File: src/hw/rtl/assert_macros.svh
// Assertion macros shared by the RTL files.
`ifndef ASSERT_MACROS_SVH
`define ASSERT_MACROS_SVH

`ifndef NO_ASSERTIONS
`define BRBR_ASSERT_IMPL(lbl, clk, rst_n, pre, post, msg) \
  lbl: assert property (@(posedge clk) disable iff (!rst_n) (pre) |-> (post)) else $error(msg);
`define BRBR_ASSERT_NEXT(lbl, clk, rst_n, pre, post, msg) \
  lbl: assert property (@(posedge clk) disable iff (!rst_n) (pre) |=> (post)) else $error(msg);
`else
`define BRBR_ASSERT_IMPL(lbl, clk, rst_n, pre, post, msg)
`define BRBR_ASSERT_NEXT(lbl, clk, rst_n, pre, post, msg)
`endif

`endif

File: src/hw/rtl/brbr_pkg.sv
`timescale 1ns / 1ps
`default_nettype none
package brbr_pkg;

  localparam int INDEX_BITS  = 40;
  localparam int OFFSET_BITS = 48;

  localparam int BS_W    = 25;
  localparam int BPF_W   = 16;
  localparam int FSIZE_W = 48;

  localparam int CFG_DATA_W = 64;
  localparam int CFG_ADDR_W = 5;

  localparam logic [1:0] REG_BLOCK_SIZE  = 2'd0;
  localparam logic [1:0] REG_FETCH_LIMIT = 2'd1;
  localparam logic [1:0] REG_FILE_SIZE   = 2'd2;

  localparam logic [BS_W-1:0]    BS_RESET    = BS_W'(65536);
  localparam logic [BPF_W-1:0]   BPF_RESET   = BPF_W'(16);
  localparam logic [FSIZE_W-1:0] FSIZE_RESET = '0;

  localparam int FIFO_DEPTH = 4;
  localparam int FIFO_PTR_W = 2;
  localparam int FIFO_CNT_W = 3;

  // multiplier split: operand is an index or index+1, cut into two halves
  localparam int OP_W     = INDEX_BITS + 1;
  localparam int LO_W     = OP_W / 2;
  localparam int HI_W     = OP_W - LO_W;
  localparam int PP_LO_W  = LO_W + BS_W;
  localparam int PP_HI_W  = HI_W + BS_W;
  localparam int PROD_W   = OP_W + BS_W;
  localparam int SUM_W    = (PROD_W > OFFSET_BITS) ? PROD_W : OFFSET_BITS + 1;
  localparam int CMP_W    = (OFFSET_BITS > FSIZE_W) ? OFFSET_BITS : FSIZE_W;

  localparam logic [OFFSET_BITS-1:0] OFFSET_MAX = {OFFSET_BITS{1'b1}};

  typedef struct packed {
    logic [BS_W-1:0]    block_size;
    logic [BPF_W-1:0]   fetch_limit;
    logic [FSIZE_W-1:0] file_size;
  } cfg_t;

  // one or two ranges; the second one is always the final range
  typedef struct packed {
    logic [INDEX_BITS-1:0] first0;
    logic [INDEX_BITS-1:0] last0;
    logic                  fin0;
    logic                  two;
    logic [INDEX_BITS-1:0] first1;
    logic [INDEX_BITS-1:0] last1;
  } range_cmd_t;

endpackage
`default_nettype wire

File: src/hw/rtl/brbr_fifo.sv
`timescale 1ns / 1ps
`default_nettype none
`include "assert_macros.svh"
module brbr_fifo import brbr_pkg::*; (
  input  logic       clk,
  input  logic       rst_n,
  input  logic       push_valid,
  input  range_cmd_t push_cmd,
  output logic       push_ready,
  output logic       pop_valid,
  output range_cmd_t pop_cmd,
  input  logic       pop_ready
);

  range_cmd_t            mem [FIFO_DEPTH];
  logic [FIFO_PTR_W-1:0] wr_ptr_r, wr_ptr_nxt;
  logic [FIFO_PTR_W-1:0] rd_ptr_r, rd_ptr_nxt;
  logic [FIFO_CNT_W-1:0] count_r, count_nxt;
  logic                  do_push;
  logic                  do_pop;

  assign push_ready = (count_r != FIFO_CNT_W'(FIFO_DEPTH));
  assign pop_valid  = (count_r != '0);
  assign pop_cmd    = mem[rd_ptr_r];
  assign do_push    = push_valid & push_ready;
  assign do_pop     = pop_ready & pop_valid;

  always_comb begin
    wr_ptr_nxt = do_push ? wr_ptr_r + FIFO_PTR_W'(1) : wr_ptr_r;
    rd_ptr_nxt = do_pop ? rd_ptr_r + FIFO_PTR_W'(1) : rd_ptr_r;
    count_nxt  = count_r;
    if (do_push && !do_pop) begin
      count_nxt = count_r + FIFO_CNT_W'(1);
    end else if (do_pop && !do_push) begin
      count_nxt = count_r - FIFO_CNT_W'(1);
    end
  end

  always_ff @(posedge clk) begin
    if (!rst_n) begin
      wr_ptr_r <= '0;
      rd_ptr_r <= '0;
      count_r  <= '0;
    end else begin
      wr_ptr_r <= wr_ptr_nxt;
      rd_ptr_r <= rd_ptr_nxt;
      count_r  <= count_nxt;
    end
  end

  always_ff @(posedge clk) begin
    if (do_push) begin
      mem[wr_ptr_r] <= push_cmd;
    end
  end

  `BRBR_ASSERT_IMPL(a_cnt_bound, clk, rst_n, 1'b1, count_r <= FIFO_CNT_W'(FIFO_DEPTH), "queue count beyond depth")
  `BRBR_ASSERT_IMPL(a_ptr_track, clk, rst_n, 1'b1, (wr_ptr_r - rd_ptr_r) == count_r[FIFO_PTR_W-1:0], "queue pointers disagree with count")
  `BRBR_ASSERT_NEXT(a_cnt_inc, clk, rst_n, do_push && !do_pop, count_r == $past(count_r) + FIFO_CNT_W'(1), "queue count missed a push")

endmodule
`default_nettype wire

File: config.mk
export PLATFORM = sky130hd
export DESIGN_NAME = brbr_fifo
export DESIGN_NICKNAME = d
export VERILOG_FILES = /design/src/hw/rtl/brbr_pkg.sv /design/src/hw/rtl/brbr_fifo.sv
export VERILOG_INCLUDE_DIRS = /design/src /design/src/hw/rtl
export SDC_FILE = /design/constraint.sdc
export NUM_CORES = 1
export LEC_CHECK = 0
export ABC_AREA = 1
export BUFFER_PORTS_ARGS = -buffer_cell sky130_fd_sc_hd__buf_2
export CAP_MARGIN = 0
export CORE_MARGIN = 2
export CORE_UTILIZATION = 40
export DETAILED_ROUTE_END_ITERATION = 16
export PLACE_DENSITY = 0.62
export SKIP_CTS_REPAIR_TIMING = 1
export SYNTH_ARGS = -nofsm -noshare
export SYNTH_HDL_FRONTEND = slang
export SYNTH_SLANG_ARGS = --single-unit
File: constraint.sdc
create_clock -name clk -period 8.5 [get_ports clk]
set_input_delay 0.425 -clock clk [delete_from_list [all_inputs] [get_ports clk]]
set_output_delay 0.425 -clock clk [all_outputs]
set_load 0.02 [all_outputs]
==> metrics.txt <==
clock sink total between 600 and 700; worst-path maximum fanout 86; final worst-path cycle share 0.485; startpoint types flop; Yosys reg bits 657; GPL Wtd Cong 0.750; Relative slew margins 0.243; clk root buf clkbuf_16; synth unique cells 26; Leakage Power approximately 10 nW; vias per cell 5.24; Layout area overhead 17.7%; gr usage total 0.173; layout net count approximately 2100; die area between 60000 and 70000 sq um; sequential fraction of the synthesis area 0.799; # port buffers approximately 330; Chip Width 252 microns; CTS max path bufs 3; critical path required time 8.08 ns; worst slack at placement just under 5 ns; CP Capture Type output port; initial antenna violation count 23; DP Area 26600 sq um; die span in y around 250 microns; Hold Vio Cnt, Final 0; CP Class flop to output port; final hold slack slightly above 0.04 ns; CTS tree yes; Cell Count Post-Placement 2658; largest net degree at the start of global routing ~220; VDD IR max 0.202 mV; pwr dens 321 nW/um^2; status complete, no violations; clk_skew 0.0172 ns; DR pass1 iterations 5; first-pass GRT wire length approximately 85000 microns; share of layout cells above drive strength 1 0.227; post-route ant nets 0; CP Data Arrival Time ~3.7 ns; RSZ-0062 raised after global routing no; io pins 330; # setup viols final 0; grt met3 use 0.0555; GRT Residual Overflow 0; # rows 90; Hold Path Class input port to flop; cell count after synthesis 1634; average cell area after synthesis 15.0 sq um; maxcap violations 0; synthesized net count 1806; minimum clock period a little over 4 ns; number of remaining DRC errors 0; fin cells 2792; final worst setup slack 4.37 ns; Fill cells 5232; post-layout util 0.477; Skew-Pair Late Insertion Delay ~0.59 ns; most used routing layer met2; pins over their slew limit 0; vias in the first global route between 10000 and 15000; initial core utilization 0.406; core area 60600 sq um; most frequent cells in the layout edfxtp_1 (648), nor2_1 (334), buf_2 (329); Finished Cell Area 28900 sq um; Pwr Total 9.30 mW; Clk pin slew, worst setup/hold paths approximately 0.060 ns; pin slew with the least headroom to its limit 1.14 ns; Max Freq 242 MHz; DPL Wire Length 30900 microns; commonest non-fill, non-tap cell in the layout edfxtp_1; area of the mapped netlist about 25000 sq um; setup TNS 0 ns; Synthesis Warnings 0; DRT Wirelength 55500 microns; DR WL/cell 19.9 microns; TritonCTS Buffers 70; initial DRC count 874; H-tree levels 3; vias post-DR between 10000 and 15000; grt met1 use 0.220; met2 usage 0.284
==> final timing paths <==
path / from / end / slack [ns] / cells after the start
max: flop / pop_cmd[140] / 4.37 / 5
min: push_cmd[47] / mem[2][47] / 0.04 / 1
max reg2reg: count_r[0] / mem[2][63] / 5.17 / 6
min reg2reg: rd_ptr_r[0] / flop / 0.50 / 2
==> cell usage after synthesis (all sizes together) <==
cell,n,area [sq um]
ha,5,62.6
buf,52,532
xor2,1,8.76
nand3,4,20.0
nand2,15,56.3
clkbuf,54,234
inv,16,72.6
o21ai,325,1630
o22ai,162,1020
nand3b,1,7.51
a21oi,3,15.0
fa,1,20.0
nor2,338,1270
edfxtp,648,19500
dfxtp,9,180
==> worst max-delay path, stage by stage (launching register included) <==
cell     delay (ns)
dfxtp_4        0.84
buf_4          0.74
buf_4          0.76
o21ai_0        0.21
o22ai_1        0.25
buf_2          0.23
==> kinds of logic after synthesis <==
| kind of cell | Yosys count | synth area share |
|---|---|---|
| DFF | 657 | 0.799 |
| AOI/OAI and AO/OA | 490 | 0.108 |
| and+or+nand+nor | 358 | 0.0550 |
| buffers and inverters | 122 | 0.0341 |
| adders and majority gates | 6 | 0.00336 |
| xor gates and xnor gates | 1 | 0.000356 |
==> flip-flops by register name, summed over array words and instances (netlist names), named ones only <==
signal,count
rd_ptr_r,2
count_r,3
wr_ptr_r,2
mem,648
==> power breakdown <==
group          internal, mW  total (mW)  leakage, nW  switching, mW
clock                  1.81        3.00         1.11           1.20
combinational         0.606        2.25         2.88           1.64
sequential             3.94        4.04         6.01          0.104
total                  6.35        9.30         10.0           2.94
==> cell type report <==
| class | count | area (sq um) | share of cell area |
|---|---|---|---|
| Clock inverter | 39 | 447 | 0.0154 |
| Clock buffer | 84 | 1830 | 0.0631 |
| Tap cell | 782 | 978 | 0.0338 |
| Timing Repair Buffer | 348 | 1790 | 0.0619 |
| Antenna cell | 11 | 27.5 | 0.000952 |
| Inverter | 16 | 75.1 | 0.00260 |
| Multi-Input combinational cell | 855 | 4140 | 0.143 |
| Sequential cell | 657 | 19600 | 0.679 |
==> routing by layer <==
metal	up-vias	routed length, microns	part of all wire
met1	7254	23400	0.42
li1	6839	-	-
met2	408	26400	0.48
met5	-	171	0.0031
met3	96	4530	0.082
met4	28	1030	0.019
(Power assumes the default switching activity.)
