<file path="src/hw/rtl/assert_macros.svh">
// Assertion macros shared by the RTL files.
`ifndef ASSERT_MACROS_SVH
`define ASSERT_MACROS_SVH

`ifndef NO_ASSERTIONS
`define BRBR_ASSERT_IMPL(lbl, clk, rst_n, pre, post, msg) \
  lbl: assert property (@(posedge clk) disable iff (!rst_n) (pre) |-> (post)) else $error(msg);
`define BRBR_ASSERT_NEXT(lbl, clk, rst_n, pre, post, msg) \
  lbl: assert property (@(posedge clk) disable iff (!rst_n) (pre) |=> (post)) else $error(msg);
`else
`define BRBR_ASSERT_IMPL(lbl, clk, rst_n, pre, post, msg)
`define BRBR_ASSERT_NEXT(lbl, clk, rst_n, pre, post, msg)
`endif

`endif

</file>
<file path="src/hw/rtl/brbr_pkg.sv">
`timescale 1ns / 1ps
`default_nettype none
package brbr_pkg;

  localparam int INDEX_BITS  = 40;
  localparam int OFFSET_BITS = 48;

  localparam int BS_W    = 25;
  localparam int BPF_W   = 16;
  localparam int FSIZE_W = 48;

  localparam int CFG_DATA_W = 64;
  localparam int CFG_ADDR_W = 5;

  localparam logic [1:0] REG_BLOCK_SIZE  = 2'd0;
  localparam logic [1:0] REG_FETCH_LIMIT = 2'd1;
  localparam logic [1:0] REG_FILE_SIZE   = 2'd2;

  localparam logic [BS_W-1:0]    BS_RESET    = BS_W'(65536);
  localparam logic [BPF_W-1:0]   BPF_RESET   = BPF_W'(16);
  localparam logic [FSIZE_W-1:0] FSIZE_RESET = '0;

  localparam int FIFO_DEPTH = 4;
  localparam int FIFO_PTR_W = 2;
  localparam int FIFO_CNT_W = 3;

  // multiplier split: operand is an index or index+1, cut into two halves
  localparam int OP_W     = INDEX_BITS + 1;
  localparam int LO_W     = OP_W / 2;
  localparam int HI_W     = OP_W - LO_W;
  localparam int PP_LO_W  = LO_W + BS_W;
  localparam int PP_HI_W  = HI_W + BS_W;
  localparam int PROD_W   = OP_W + BS_W;
  localparam int SUM_W    = (PROD_W > OFFSET_BITS) ? PROD_W : OFFSET_BITS + 1;
  localparam int CMP_W    = (OFFSET_BITS > FSIZE_W) ? OFFSET_BITS : FSIZE_W;

  localparam logic [OFFSET_BITS-1:0] OFFSET_MAX = {OFFSET_BITS{1'b1}};

  typedef struct packed {
    logic [BS_W-1:0]    block_size;
    logic [BPF_W-1:0]   fetch_limit;
    logic [FSIZE_W-1:0] file_size;
  } cfg_t;

  // one or two ranges; the second one is always the final range
  typedef struct packed {
    logic [INDEX_BITS-1:0] first0;
    logic [INDEX_BITS-1:0] last0;
    logic                  fin0;
    logic                  two;
    logic [INDEX_BITS-1:0] first1;
    logic [INDEX_BITS-1:0] last1;
  } range_cmd_t;

endpackage
`default_nettype wire

</file>
<file path="src/hw/rtl/brbr_cfg.sv">
`timescale 1ns / 1ps
`default_nettype none
module brbr_cfg import brbr_pkg::*; (
  input  logic                  clk,
  input  logic                  rst_n,
  input  logic                  psel,
  input  logic                  penable,
  input  logic                  pwrite,
  input  logic [CFG_ADDR_W-1:0] paddr,
  input  logic [CFG_DATA_W-1:0] pwdata,
  output logic [CFG_DATA_W-1:0] prdata,
  output logic                  pready,
  output cfg_t                  cfg
);

  cfg_t       cfg_r, cfg_nxt;
  logic [1:0] reg_idx;
  logic       wr_en;

  assign pready  = 1'b1;
  assign reg_idx = paddr[CFG_ADDR_W-1:3];
  assign wr_en   = psel & penable & pwrite;
  assign cfg     = cfg_r;

  always_comb begin
    cfg_nxt = cfg_r;
    if (wr_en) begin
      unique case (reg_idx)
        REG_BLOCK_SIZE:  cfg_nxt.block_size  = pwdata[BS_W-1:0];
        REG_FETCH_LIMIT: cfg_nxt.fetch_limit = pwdata[BPF_W-1:0];
        REG_FILE_SIZE:   cfg_nxt.file_size   = pwdata[FSIZE_W-1:0];
        default: ;
      endcase
    end
  end

  always_comb begin
    unique case (reg_idx)
      REG_BLOCK_SIZE:  prdata = CFG_DATA_W'(cfg_r.block_size);
      REG_FETCH_LIMIT: prdata = CFG_DATA_W'(cfg_r.fetch_limit);
      REG_FILE_SIZE:   prdata = CFG_DATA_W'(cfg_r.file_size);
      default:         prdata = '0;
    endcase
  end

  always_ff @(posedge clk) begin
    if (!rst_n) begin
      cfg_r.block_size  <= BS_RESET;
      cfg_r.fetch_limit <= BPF_RESET;
      cfg_r.file_size   <= FSIZE_RESET;
    end else begin
      cfg_r <= cfg_nxt;
    end
  end

endmodule
`default_nettype wire

</file>
<file path="config.mk">
export PLATFORM = sky130hd
export DESIGN_NAME = brbr_cfg
export DESIGN_NICKNAME = d
export VERILOG_FILES = /design/src/hw/rtl/assert_macros.svh /design/src/hw/rtl/brbr_pkg.sv /design/src/hw/rtl/brbr_cfg.sv
export SDC_FILE = /design/constraint.sdc
export NUM_CORES = 1
export LEC_CHECK = 0
export BUFFER_PORTS_ARGS = -buffer_cell sky130_fd_sc_hd__buf_2
export CAP_MARGIN = 20
export CORE_MARGIN = 4
export CORE_UTILIZATION = 43
export CTS_CLUSTER_SIZE = 16
export DETAILED_ROUTE_END_ITERATION = 8
export PLACE_DENSITY_LB_ADDON = 0.25
export SETUP_SLACK_MARGIN = 0.02
export SYNTH_ARGS = -nofsm -noshare
export SYNTH_HDL_FRONTEND = slang
export SYNTH_SLANG_ARGS = --single-unit
</file>
<file path="constraint.sdc">
create_clock -name clk -period 3.99 [get_ports clk]
set_clock_uncertainty 0.15 [all_clocks]
set_input_delay 0.798 -clock clk [delete_from_list [all_inputs] [get_ports clk]]
set_output_delay 0.798 -clock clk [all_outputs]
set_load 0.02 [all_outputs]
</file>
==> metrics.log <==
INFO  metric tritoncts = built
INFO  metric layout.core_utilization = 0.568
INFO  metric worst_hold_path_cell_count = 2
INFO  metric most-common-layout-cells = sky130_fd_sc_hd__buf_2 (190), sky130_fd_sc_hd__nand2_1 (151), sky130_fd_sc_hd__mux2i_1 (114)
INFO  metric number_of_antenna_violations_at_the_first_check_in_global_routing = 0
INFO  metric finalNetCount = 712
INFO  metric placement.io_buffers = 191
INFO  metric post_synthesis_sequential_area_ratio = 0.430
INFO  metric vias_per_std_cell = between 4 and 5
INFO  metric pwr_density_cell = between 300 and 400 nW/um^2
INFO  metric floorplan.die_area = 11300 sq um
INFO  metric postCtsHoldBufs = 0
INFO  metric setup_tns = 0 ps
INFO  metric finalWirelength = 10800 um
INFO  metric timing.critical_path.to_type = output port
INFO  metric sum_of_net_half_perimeters_after_detailed_placement = 7780 um
INFO  metric detailedRoute.firstPassIterationCount = 4
INFO  metric place_congestion = 0.753
INFO  metric area_growth_syn_to_layout = 28.0%
INFO  metric worstSetupPathType = input pin to output port
INFO  metric worst_ir_drop_vdd = 0.000147 V
INFO  metric finalSetupViolations = 0
INFO  metric grt_max_degree = 87
INFO  metric cts.sink_count = 89
INFO  metric result_of_the_run = completed
INFO  metric drt-wirelength-per-cell = about 14 um
INFO  metric die_width = 106 um
INFO  metric worst_r2r_startpoint = cfg[53]$_SDFFE_PN0P_
INFO  metric post_layout_nonfiller_instances = 772
INFO  metric power.leakage = 2.64 nW
INFO  metric timing.critical_path.arrival = 2150 ps
INFO  metric detail_route.iter0.violations = 154
INFO  metric placed_cells = 756
INFO  metric holdCritStartpoint = cfg[33]$_SDFFE_PN0P_
INFO  metric timing_worst_slew_pin_value = roughly 1100 ps
INFO  metric critPathRequiredTime = 3040 ps
INFO  metric place_area = 5090 sq um
INFO  metric cts_buffers = 9
INFO  metric cts_htree_levels = 3
INFO  metric latest_clock_arrival_within_the_worst_skew_pair = approximately 340 ps
INFO  metric first_global_vias = 3691
INFO  metric timing.final.crit_period = 3090 ps
INFO  metric n_antenna_cell = 0
INFO  metric startpoint_type = input pin
INFO  metric final_design_area_no_fill = 5300 sq um
INFO  metric worst_r2r_endpoint = cfg[53]$_SDFFE_PN0P_
INFO  metric postSynthCellCount = 464
INFO  metric maximum_buffer_depth_of_the_clock_tree = 2
INFO  metric post_route_cells_drive_above_1_share = 0.339
INFO  metric route.detailed.drc = 0
INFO  metric ctsRootBufferMaster = sky130_fd_sc_hd__clkbuf_8
INFO  metric num_rows = 35
INFO  metric final_hold_viol_count = 0
INFO  metric post_synth_num_cell_types = 17
INFO  metric cts_post_setup_buffers_inserted = 0
INFO  metric syn-mean-instance-area = about 8.9 sq um
INFO  metric die_span_in_y = 106 um
INFO  metric worst_slack = 896 ps
INFO  metric synth_warnings = 0
INFO  metric rsz0062_at_grt = false
INFO  metric worst_setup_hold_path_clk_slew = 90 ps
INFO  metric min_delay_worst_endpoint = cfg[33]$_SDFFE_PN0P_
INFO  metric reported_max_cap_violation_count = 0
INFO  metric worst_r2r_path_depth = 2
INFO  metric timing.reg2reg.setup_slack = about 3200 ps
INFO  metric timing_max_transition_violations_final = 0
INFO  metric summed_instance_area_of_the_synthesized_netlist = 4140 sq um
INFO  metric floorplan.core_area = 9330 sq um
INFO  metric max_slew_margin = 0.294
INFO  metric globalRouteOverflowTotal = 0
INFO  metric floorplan.initialDensity = 0.444
INFO  metric hold_class = flip-flop to flip-flop
INFO  metric cp_max_fo = 39
INFO  metric holdWs = 321 ps
INFO  metric maxClockFrequency = 0.323 GHz
INFO  metric largest_register_ff_count = 89
INFO  metric post_cts_resize_count = 0
INFO  metric preCtsSetupSlack = 890 ps
INFO  metric global_route.usage.total = 0.190
INFO  metric first_pass_grt_wire_length = 17700 um
INFO  metric final.period_utilization = 0.775
INFO  metric totalPowerFinal = 1.71 mW
INFO  metric ioPinCount = 228
INFO  metric flops_latches_synth = 89
INFO  metric count_of_vias_placed_by_the_detailed_router = 3642
INFO  metric final_antenna_net_count = 0
INFO  metric mostFrequentLayoutCell = sky130_fd_sc_hd__buf_2
-- area by class of cell --
class / instances / area [sq um]
clock inverters: 4 / 51.3
clock buffers: 12 / 155
repair buffers: 199 / 1030
well taps: 129 / 161
flip-flops and latches: 89 / 1780
fillers: 891 / 4030
multi-input cells: 339 / 2120
-- power breakdown --
group          total (mW)  internal [mW]  switching (mW)
Combinational       0.174         0.0601           0.113
Sequential          0.907          0.899         0.00848
Clock               0.630          0.324           0.306
-- worst max path at each step --
stage                  start          to  depth (start not counted)
floorplan           paddr[3]  prdata[12]                          4
global placement    paddr[3]   prdata[6]                          6
detailed placement  paddr[3]   prdata[4]                          6
CTS                 paddr[3]   prdata[4]                          6
global route        paddr[3]   prdata[4]                          6
finish              paddr[3]   prdata[4]                          6
-- routing by layer --
metal | part of all wire | up-vias | global-route usage
met2 | 0.49 | 132 | 0.332
met4 | 0.019 | 0 | 0.0722
li1 | - | 1817 | -
met3 | 0.063 | 17 | 0.0383
met5 | 0 | - | 0
met1 | 0.43 | 1676 | 0.230
-- cell families (layout without fill, tap and decap cells) --
group                  Yosys count  after routing  synth area share
AOI/OAI and AO/OA               16             16            0.0193
DFF                             89             89             0.430
other                            2             17           0.00181
and+or+nand+nor                192            192             0.199
muxes                          114            114             0.276
buffers and inverters           51            215            0.0740
-- worst max-delay path, cell delays in order --
cell                      delay, ps
sky130_fd_sc_hd__buf_2          560
sky130_fd_sc_hd__nor2b_2         70
sky130_fd_sc_hd__buf_4          280
sky130_fd_sc_hd__nand2_1        120
sky130_fd_sc_hd__o21ai_0        110
sky130_fd_sc_hd__buf_2          190
-- cells in the mapped netlist --
library cell,count,area share
sky130_fd_sc_hd__and2_1,23,0.035
sky130_fd_sc_hd__buf_1,2,0.0018
sky130_fd_sc_hd__buf_2,5,0.0060
sky130_fd_sc_hd__buf_4,21,0.038
sky130_fd_sc_hd__buf_6,4,0.011
sky130_fd_sc_hd__clkbuf_1,19,0.017
sky130_fd_sc_hd__conb_1,2,0.0018
sky130_fd_sc_hd__dfxtp_1,89,0.43
sky130_fd_sc_hd__mux2i_1,114,0.28
sky130_fd_sc_hd__nand2_1,151,0.14
sky130_fd_sc_hd__nand3_2,1,0.0024
sky130_fd_sc_hd__nor2_1,9,0.0082
sky130_fd_sc_hd__nor2b_1,5,0.0076
sky130_fd_sc_hd__nor3_4,1,0.0039
sky130_fd_sc_hd__nor3b_2,1,0.0030
sky130_fd_sc_hd__o21ai_0,16,0.019
sky130_fd_sc_hd__or3b_1,1,0.0021
No activity file was read; power rests on OpenSTA's default activity.
