$ cat src/hw/rtl/assert_macros.svh
// Assertion macros shared by the RTL files.
`ifndef ASSERT_MACROS_SVH
`define ASSERT_MACROS_SVH

`ifndef NO_ASSERTIONS
`define BRBR_ASSERT_IMPL(lbl, clk, rst_n, pre, post, msg) \
  lbl: assert property (@(posedge clk) disable iff (!rst_n) (pre) |-> (post)) else $error(msg);
`define BRBR_ASSERT_NEXT(lbl, clk, rst_n, pre, post, msg) \
  lbl: assert property (@(posedge clk) disable iff (!rst_n) (pre) |=> (post)) else $error(msg);
`else
`define BRBR_ASSERT_IMPL(lbl, clk, rst_n, pre, post, msg)
`define BRBR_ASSERT_NEXT(lbl, clk, rst_n, pre, post, msg)
`endif

`endif

$ cat src/hw/rtl/brbr_pkg.sv
`timescale 1ns / 1ps
`default_nettype none
package brbr_pkg;

  localparam int INDEX_BITS  = 40;
  localparam int OFFSET_BITS = 48;

  localparam int BS_W    = 25;
  localparam int BPF_W   = 16;
  localparam int FSIZE_W = 48;

  localparam int CFG_DATA_W = 64;
  localparam int CFG_ADDR_W = 5;

  localparam logic [1:0] REG_BLOCK_SIZE  = 2'd0;
  localparam logic [1:0] REG_FETCH_LIMIT = 2'd1;
  localparam logic [1:0] REG_FILE_SIZE   = 2'd2;

  localparam logic [BS_W-1:0]    BS_RESET    = BS_W'(65536);
  localparam logic [BPF_W-1:0]   BPF_RESET   = BPF_W'(16);
  localparam logic [FSIZE_W-1:0] FSIZE_RESET = '0;

  localparam int FIFO_DEPTH = 4;
  localparam int FIFO_PTR_W = 2;
  localparam int FIFO_CNT_W = 3;

  // multiplier split: operand is an index or index+1, cut into two halves
  localparam int OP_W     = INDEX_BITS + 1;
  localparam int LO_W     = OP_W / 2;
  localparam int HI_W     = OP_W - LO_W;
  localparam int PP_LO_W  = LO_W + BS_W;
  localparam int PP_HI_W  = HI_W + BS_W;
  localparam int PROD_W   = OP_W + BS_W;
  localparam int SUM_W    = (PROD_W > OFFSET_BITS) ? PROD_W : OFFSET_BITS + 1;
  localparam int CMP_W    = (OFFSET_BITS > FSIZE_W) ? OFFSET_BITS : FSIZE_W;

  localparam logic [OFFSET_BITS-1:0] OFFSET_MAX = {OFFSET_BITS{1'b1}};

  typedef struct packed {
    logic [BS_W-1:0]    block_size;
    logic [BPF_W-1:0]   fetch_limit;
    logic [FSIZE_W-1:0] file_size;
  } cfg_t;

  // one or two ranges; the second one is always the final range
  typedef struct packed {
    logic [INDEX_BITS-1:0] first0;
    logic [INDEX_BITS-1:0] last0;
    logic                  fin0;
    logic                  two;
    logic [INDEX_BITS-1:0] first1;
    logic [INDEX_BITS-1:0] last1;
  } range_cmd_t;

endpackage
`default_nettype wire

$ cat src/hw/rtl/brbr_in_if.sv
`timescale 1ns / 1ps
`default_nettype none
interface brbr_in_if import brbr_pkg::*; ();
  logic                  valid;
  logic                  ready;
  logic [INDEX_BITS-1:0] block_index;
  logic                  last_block;

  modport source (output valid, output block_index, output last_block, input ready);
  modport sink   (input valid, input block_index, input last_block, output ready);
endinterface
`default_nettype wire

$ cat src/hw/rtl/brbr_front.sv
`timescale 1ns / 1ps
`default_nettype none
module brbr_front import brbr_pkg::*; (
  input  logic             clk,
  input  logic             rst_n,
  brbr_in_if.sink          in_chan,
  input  logic [BPF_W-1:0] fetch_limit,
  input  logic             push_ready,
  output logic             push_valid,
  output range_cmd_t       push_cmd
);

  logic [INDEX_BITS-1:0] run_first_r, run_first_nxt;
  logic [INDEX_BITS-1:0] run_last_r, run_last_nxt;
  logic [BPF_W-1:0]      run_length_r, run_length_nxt;
  logic                  run_open_r, run_open_nxt;

  logic                  accept;
  logic [INDEX_BITS-1:0] x;
  logic                  fin;
  logic [BPF_W-1:0]      limit;
  logic [OP_W-1:0]       succ;
  logic                  merge;
  logic                  close_prev;

  assign in_chan.ready = push_ready;
  assign accept        = in_chan.valid & push_ready;
  assign x             = in_chan.block_index;
  assign fin           = in_chan.last_block;

  assign limit      = (fetch_limit == '0) ? BPF_W'(1) : fetch_limit;
  assign succ       = {1'b0, run_last_r} + OP_W'(1);
  assign merge      = run_open_r && ({1'b0, x} == succ) && (run_length_r < limit);
  assign close_prev = run_open_r && !merge;
  assign push_valid = accept && (close_prev || fin);

  always_comb begin
    push_cmd.first1 = x;
    push_cmd.last1  = x;
    if (close_prev) begin
      push_cmd.first0 = run_first_r;
      push_cmd.last0  = run_last_r;
      push_cmd.fin0   = 1'b0;
      push_cmd.two    = fin;
    end else begin
      push_cmd.first0 = merge ? run_first_r : x;
      push_cmd.last0  = x;
      push_cmd.fin0   = 1'b1;
      push_cmd.two    = 1'b0;
    end
  end

  always_comb begin
    run_first_nxt  = run_first_r;
    run_last_nxt   = run_last_r;
    run_length_nxt = run_length_r;
    run_open_nxt   = run_open_r;
    if (accept) begin
      if (fin) begin
        run_first_nxt  = '0;
        run_last_nxt   = '0;
        run_length_nxt = '0;
        run_open_nxt   = 1'b0;
      end else if (merge) begin
        run_last_nxt   = x;
        run_length_nxt = run_length_r + BPF_W'(1);
      end else begin
        run_first_nxt  = x;
        run_last_nxt   = x;
        run_length_nxt = BPF_W'(1);
        run_open_nxt   = 1'b1;
      end
    end
  end

  always_ff @(posedge clk) begin
    if (!rst_n) begin
      run_first_r  <= '0;
      run_last_r   <= '0;
      run_length_r <= '0;
      run_open_r   <= 1'b0;
    end else begin
      run_first_r  <= run_first_nxt;
      run_last_r   <= run_last_nxt;
      run_length_r <= run_length_nxt;
      run_open_r   <= run_open_nxt;
    end
  end

endmodule
`default_nettype wire

$ cat src/flat_wrapper.sv
// flat-port wrapper written by rule: the top's interface ports become plain ports
module brbr_front_flat import brbr_pkg::*;
  (clk, rst_n, fetch_limit, push_ready, push_valid, push_cmd, in_chan_valid, in_chan_block_index, in_chan_last_block, in_chan_ready);
  brbr_in_if in_chan_i ();
  input  logic clk;
  input  logic rst_n;
  input  logic [BPF_W-1:0] fetch_limit;
  input  logic push_ready;
  output logic push_valid;
  output range_cmd_t push_cmd;
  input wire logic [$bits(in_chan_i.valid)-1:0] in_chan_valid;
  input wire logic [$bits(in_chan_i.block_index)-1:0] in_chan_block_index;
  input wire logic [$bits(in_chan_i.last_block)-1:0] in_chan_last_block;
  output wire logic [$bits(in_chan_i.ready)-1:0] in_chan_ready;
  assign in_chan_i.valid = in_chan_valid;
  assign in_chan_i.block_index = in_chan_block_index;
  assign in_chan_i.last_block = in_chan_last_block;
  assign in_chan_ready = in_chan_i.ready;
  brbr_front u_core (.clk(clk), .rst_n(rst_n), .in_chan(in_chan_i), .fetch_limit(fetch_limit), .push_ready(push_ready), .push_valid(push_valid), .push_cmd(push_cmd));
endmodule
$ cat config.mk
export PLATFORM = sky130hd
export DESIGN_NAME = brbr_front_flat
export DESIGN_NICKNAME = d
export VERILOG_FILES = /design/src/hw/rtl/assert_macros.svh /design/src/hw/rtl/brbr_pkg.sv /design/src/hw/rtl/brbr_in_if.sv /design/src/hw/rtl/brbr_front.sv /design/src/flat_wrapper.sv
export SDC_FILE = /design/constraint.sdc
export NUM_CORES = 1
export LEC_CHECK = 0
export ABC_AREA = 1
export BUFFER_PORTS_ARGS = -buffer_cell sky130_fd_sc_hd__buf_4
export CORE_UTILIZATION = 59
export DETAILED_ROUTE_END_ITERATION = 7
export PLACE_DENSITY = 0.86
export REMOVE_ABC_BUFFERS = 1
export SYNTH_ARGS = -nofsm -noshare
export SYNTH_HDL_FRONTEND = slang
export SYNTH_SLANG_ARGS = --single-unit
$ cat constraint.sdc
create_clock -name clk -period 9 [get_ports clk]
set_clock_uncertainty 0.15 [all_clocks]
set_input_delay 2.25 -clock clk [delete_from_list [all_inputs] [get_ports clk]]
set_output_delay 2.25 -clock clk [all_outputs]
set_load 0.1 [all_outputs]
==> key figures <==
Status
  – Status: finished, final reports clean

Clocking
  – Hold-fix buffers, CTS: 0
  – H-tree depth: 3
  – Clock buffer depth: 2
  – Clock Tree Root: clkbuf_16
  – Clock sink total: 97
  – CTS Buf Count: 9
  – TritonCTS clock tree: yes
  – Worst-skew pair later-pin latency: between 0.3 and 0.4 ns
  – Clock slew at reported path FFs: ~0.07 ns
  – Post-CTS Setup Bufs: 0
  – Gates resized, CTS repair: 0

Drt
  – Via density: 5.427
  – Iter 0 DRT Violations: 751
  – Antenna-violating nets left: 0
  – Max layer used: met4
  – Drt drc: 0
  – Met2 WL post-DR: 11510 microns
  – DRT Wirelength: 24050 microns
  – WL/cell: 14.05 microns
  – Vias: 9286
  – Metal3 WL: 1610 microns
  – M1 wire length: 10380 microns
  – 1st-pass router iterations: 6

Layout
  – Layout cell share with drive strength beyond 1: about a fifth
  – Antenna cells: 0
  – Layout Utilization: 70.70%
  – Syn-to-layout area delta: 16.97%
  – Fillers: ~1300
  – Nets: approximately 1600
  – Final non-filler cell total: 1711
  – Final instance area: between 9000 and 10000 sq um

Yosys
  – Largest family of logic cells by synthesized area: simple AND/OR/NAND/NOR gates
  – Yosys cell types: 40
  – Yosys warns: 0
  – Ys async rst share: 0%
  – Synth Area in Compound Gates: between 10% and 20%
  – Synth Area in XOR/XNOR: 5.219%
  – Ys flop type: dfxtp_1
  – Simple-gate area share of the yosys netlist: 40.40%
  – Yosys top cell area share: between 20% and 30%
  – Post-synthesis instance total: 1422
  – Top cells by area, synth: dfxtp_1 (23%), nand2_1 (20%), nor2_1 (7.7%), buf_4 (7.6%), inv_1 (7.0%)
  – Synth area leader: dfxtp_1
  – Multiplexer area fraction after synthesis: 0.9395%
  – Post-Synth Adder-Cell Area: 2.535%
  – Cell Area, Synth: 8391 sq um
  – Post-synth EDFFs: 0
  – Sequential area share after synthesis: between 20 and 25%
  – Mean Syn Cell Area: 5.901 sq um
  – Synth Register Bits: 97

Timing
  – Final period utilization: roughly 86%
  – Slew Limit Fails: 0
  – RSZ-0062 raised after global routing: no
  – Slew margin rel.: 22.50%
  – Fmax: 0.1294 GHz
  – Final Hold Viols: 0
  – Final worst slack: around 1.3 ns
  – Final setup TNS: 0 ns
  – Period minus WS final: 7.729 ns
  – Final setup viols: 0
  – Worst Max-Slew Pin Slew: 1.160 ns

Placed design
  – Post-Place Cells: ~1700
  – HPWL after detailed placement: 17880 microns
  – Port Buffer Count: 224
  – RePlAce Congestion: 0.9618
  – Place WS: 1.277 ns
  – Area after DPL: 9483 sq um

Floorplanning
  – Top Ports: 225
  – Full die area: 14700 sq um
  – Cell row count: 43
  – Height of the die: 121.3 microns
  – Core ar.: 13880 sq um
  – Die width: 121.3 microns
  – Initial core utilization: 60.45%

Setup path
  – Top cell by count, worst path: nor2_1
  – CP Buf/Inv Count: 5
  – CP peak stage delay: 0.59 ns
  – Max FO, Critical Path: 73
  – Setup slack, reg-to-reg: 4.99 ns
  – Crit Path Class: in2out
  – Startpoint class of the critical path: input pin
  – Crit path required time: 6.60 ns
  – CP Cell Sequence: buf_4 > inv_1 > ha_1 > nand2_1 > inv_1 > nor2_1 > nand3_1 > nor2_1 > nand2_1 > nor2_1 > nand3_1 > nor2_1 > nand2_1 > nor2_1 > nand3_1 > nor2_4 > nand2_2 > buf_4 > nand2_4 > nand2_1 > o21ai_0 > buf_4
  – R2R cell count: 17
  – Top delay family on crit path: simple AND/OR/NAND/NOR gates
  – RR Startpoint: u_core.run_last_r[0]
  – Reg-to-reg critical path endpoint: u_core.run_first_r[14]
  – Crit-path slowest cell: nand2_4
  – CP Data Arrival Time: 5.33 ns
  – Critical Path Sink Type: primary output

GRT
  – Total GRT Usage: 32.49%
  – Vias in the first global route: roughly 8000
  – First-pass GRT wire length: 38140 microns
  – Antenna violations before repair: 0
  – Largest net degree at the start of global routing: 87
  – Grt total ovfl: 0

Min path
  – Worst hold path type: reg2reg
  – Hold Path Depth: 2
  – Hold path start: u_core.run_first_r[39]
  – Hold Crit Endpoint: u_core.run_first_r[39]

Power and ir drop
  – PD cells: 151.2 nW/um^2
  – Maximum vdd drop: about 0.0001 V
  – Leak: around 0.0046 uW

Run
  – Max cap viols: 0
## cells in the mapped netlist, types with 10 or more instances
cell type / instances
nor3_1: 11
xor2_1: 32
a21oi_1: 53
nor2_1: 173
nand2_1: 438
dfxtp_1: 97
buf_2: 12
ha_1: 17
nand4_1: 35
o21ai_0: 73
nand3_1: 91
inv_1: 156
clkbuf_1: 37
nand3_2: 10
buf_4: 85
o21a_1: 15
xnor2_1: 18
## cells by family after synthesis
logic type | count (synthesis)
flops | 97
buf+inv | 298
fa+ha+maj | 17
simple gates | 794
mux | 7
compound gates | 159
xor+xnor | 50
## how the worst max path moves through the flow
stage	slack, ns	depth (start not counted)	to	from
detailed placement	1.28	22	push_cmd[115]	fetch_limit[13]
finish	1.27	22	push_cmd[96]	fetch_limit[15]
CTS	1.27	22	push_cmd[115]	fetch_limit[15]
global placement	1.41	22	push_cmd[115]	fetch_limit[13]
floorplan	-0.04	18	push_cmd[111]	fetch_limit[15]
global route	0.86	22	push_cmd[117]	fetch_limit[13]
## metrics by stage
stage,hold WS (ns),total power (uW)
after floorplan,0.2944,777.9
after global placement,0.3059,1057
after detailed placement,0.3125,1062
after CTS,0.3220,1485
after global routing,0.3663,1528
final,0.3218,1484
## power breakdown
| group | switching (uW) | total (uW) | internal (uW) |
|---|---|---|---|
| Combinational | 477 | 602 | 125 |
| Clock | 171 | 430 | 259 |
| Sequential | 12.5 | 453 | 440 |
## cell usage in the layout, fill, tap and decap left out, drive strengths merged
cell type and count:
nor2 183, clkbuf 12, nor3 12, nand3b 9
a31oi 1, a21oi 53, nand3 101, clkinv 3
o21a 15, dfxtp 97, inv 158, and3 1
buf 230, a211oi 1, o22ai 1, xnor2 18
mux2 7, o211ai 1, nand2 443, nand4 35
a21o 1, clkinvlp 2, xor2 32, nor3b 1
bufinv 2, ha 17, o21ai 82, nand2b 1
o21bai 3, o41ai 1, nor4 3, or2 5
## layer usage
layer	vias to the layer above	GRT usage, %
li1	4621	-
met1	4212	41.00
met2	399	56.32
met3	54	3.571
met4	0	12.81
met5	-	0
## worst reg2reg max path: stages, from the launching register on
cell and delay (ns):
dfxtp_1 0.45, ha_1 0.29, inv_1 0.11, nor2_2 0.22
nand2_1 0.17, nor2_2 0.21, nand2_2 0.14, xor2_1 0.26
nand2_1 0.09, nor2_1 0.09, nand2_1 0.07, nor2_1 0.10
nand3_1 0.12, nor2_4 0.16, nand3_2 0.80, nand3_1 0.36
inv_1 0.07, nor2_1 0.08
## sequential cells by signal, indices dropped and copies added, names as in the netlist
register	flops
u_core.run_open_r	1
u_core.run_length_r	16
u_core.run_last_r	40
u_core.run_first_r	40
## area by class of cell
type / count / area, sq um / area share, %
clock inverters: 4 / 75.07 / 0.7649
flip-flops and latches: 97 / 1943 / 19.80
repair buffers: 230 / 1727 / 17.59
inverters: 161 / 604.3 / 6.158
multi-input cells: 1027 / 4984 / 50.78
clock buffers: 12 / 256.5 / 2.613
well taps: 180 / 225.2 / 2.295
(Power assumes the default switching activity.)
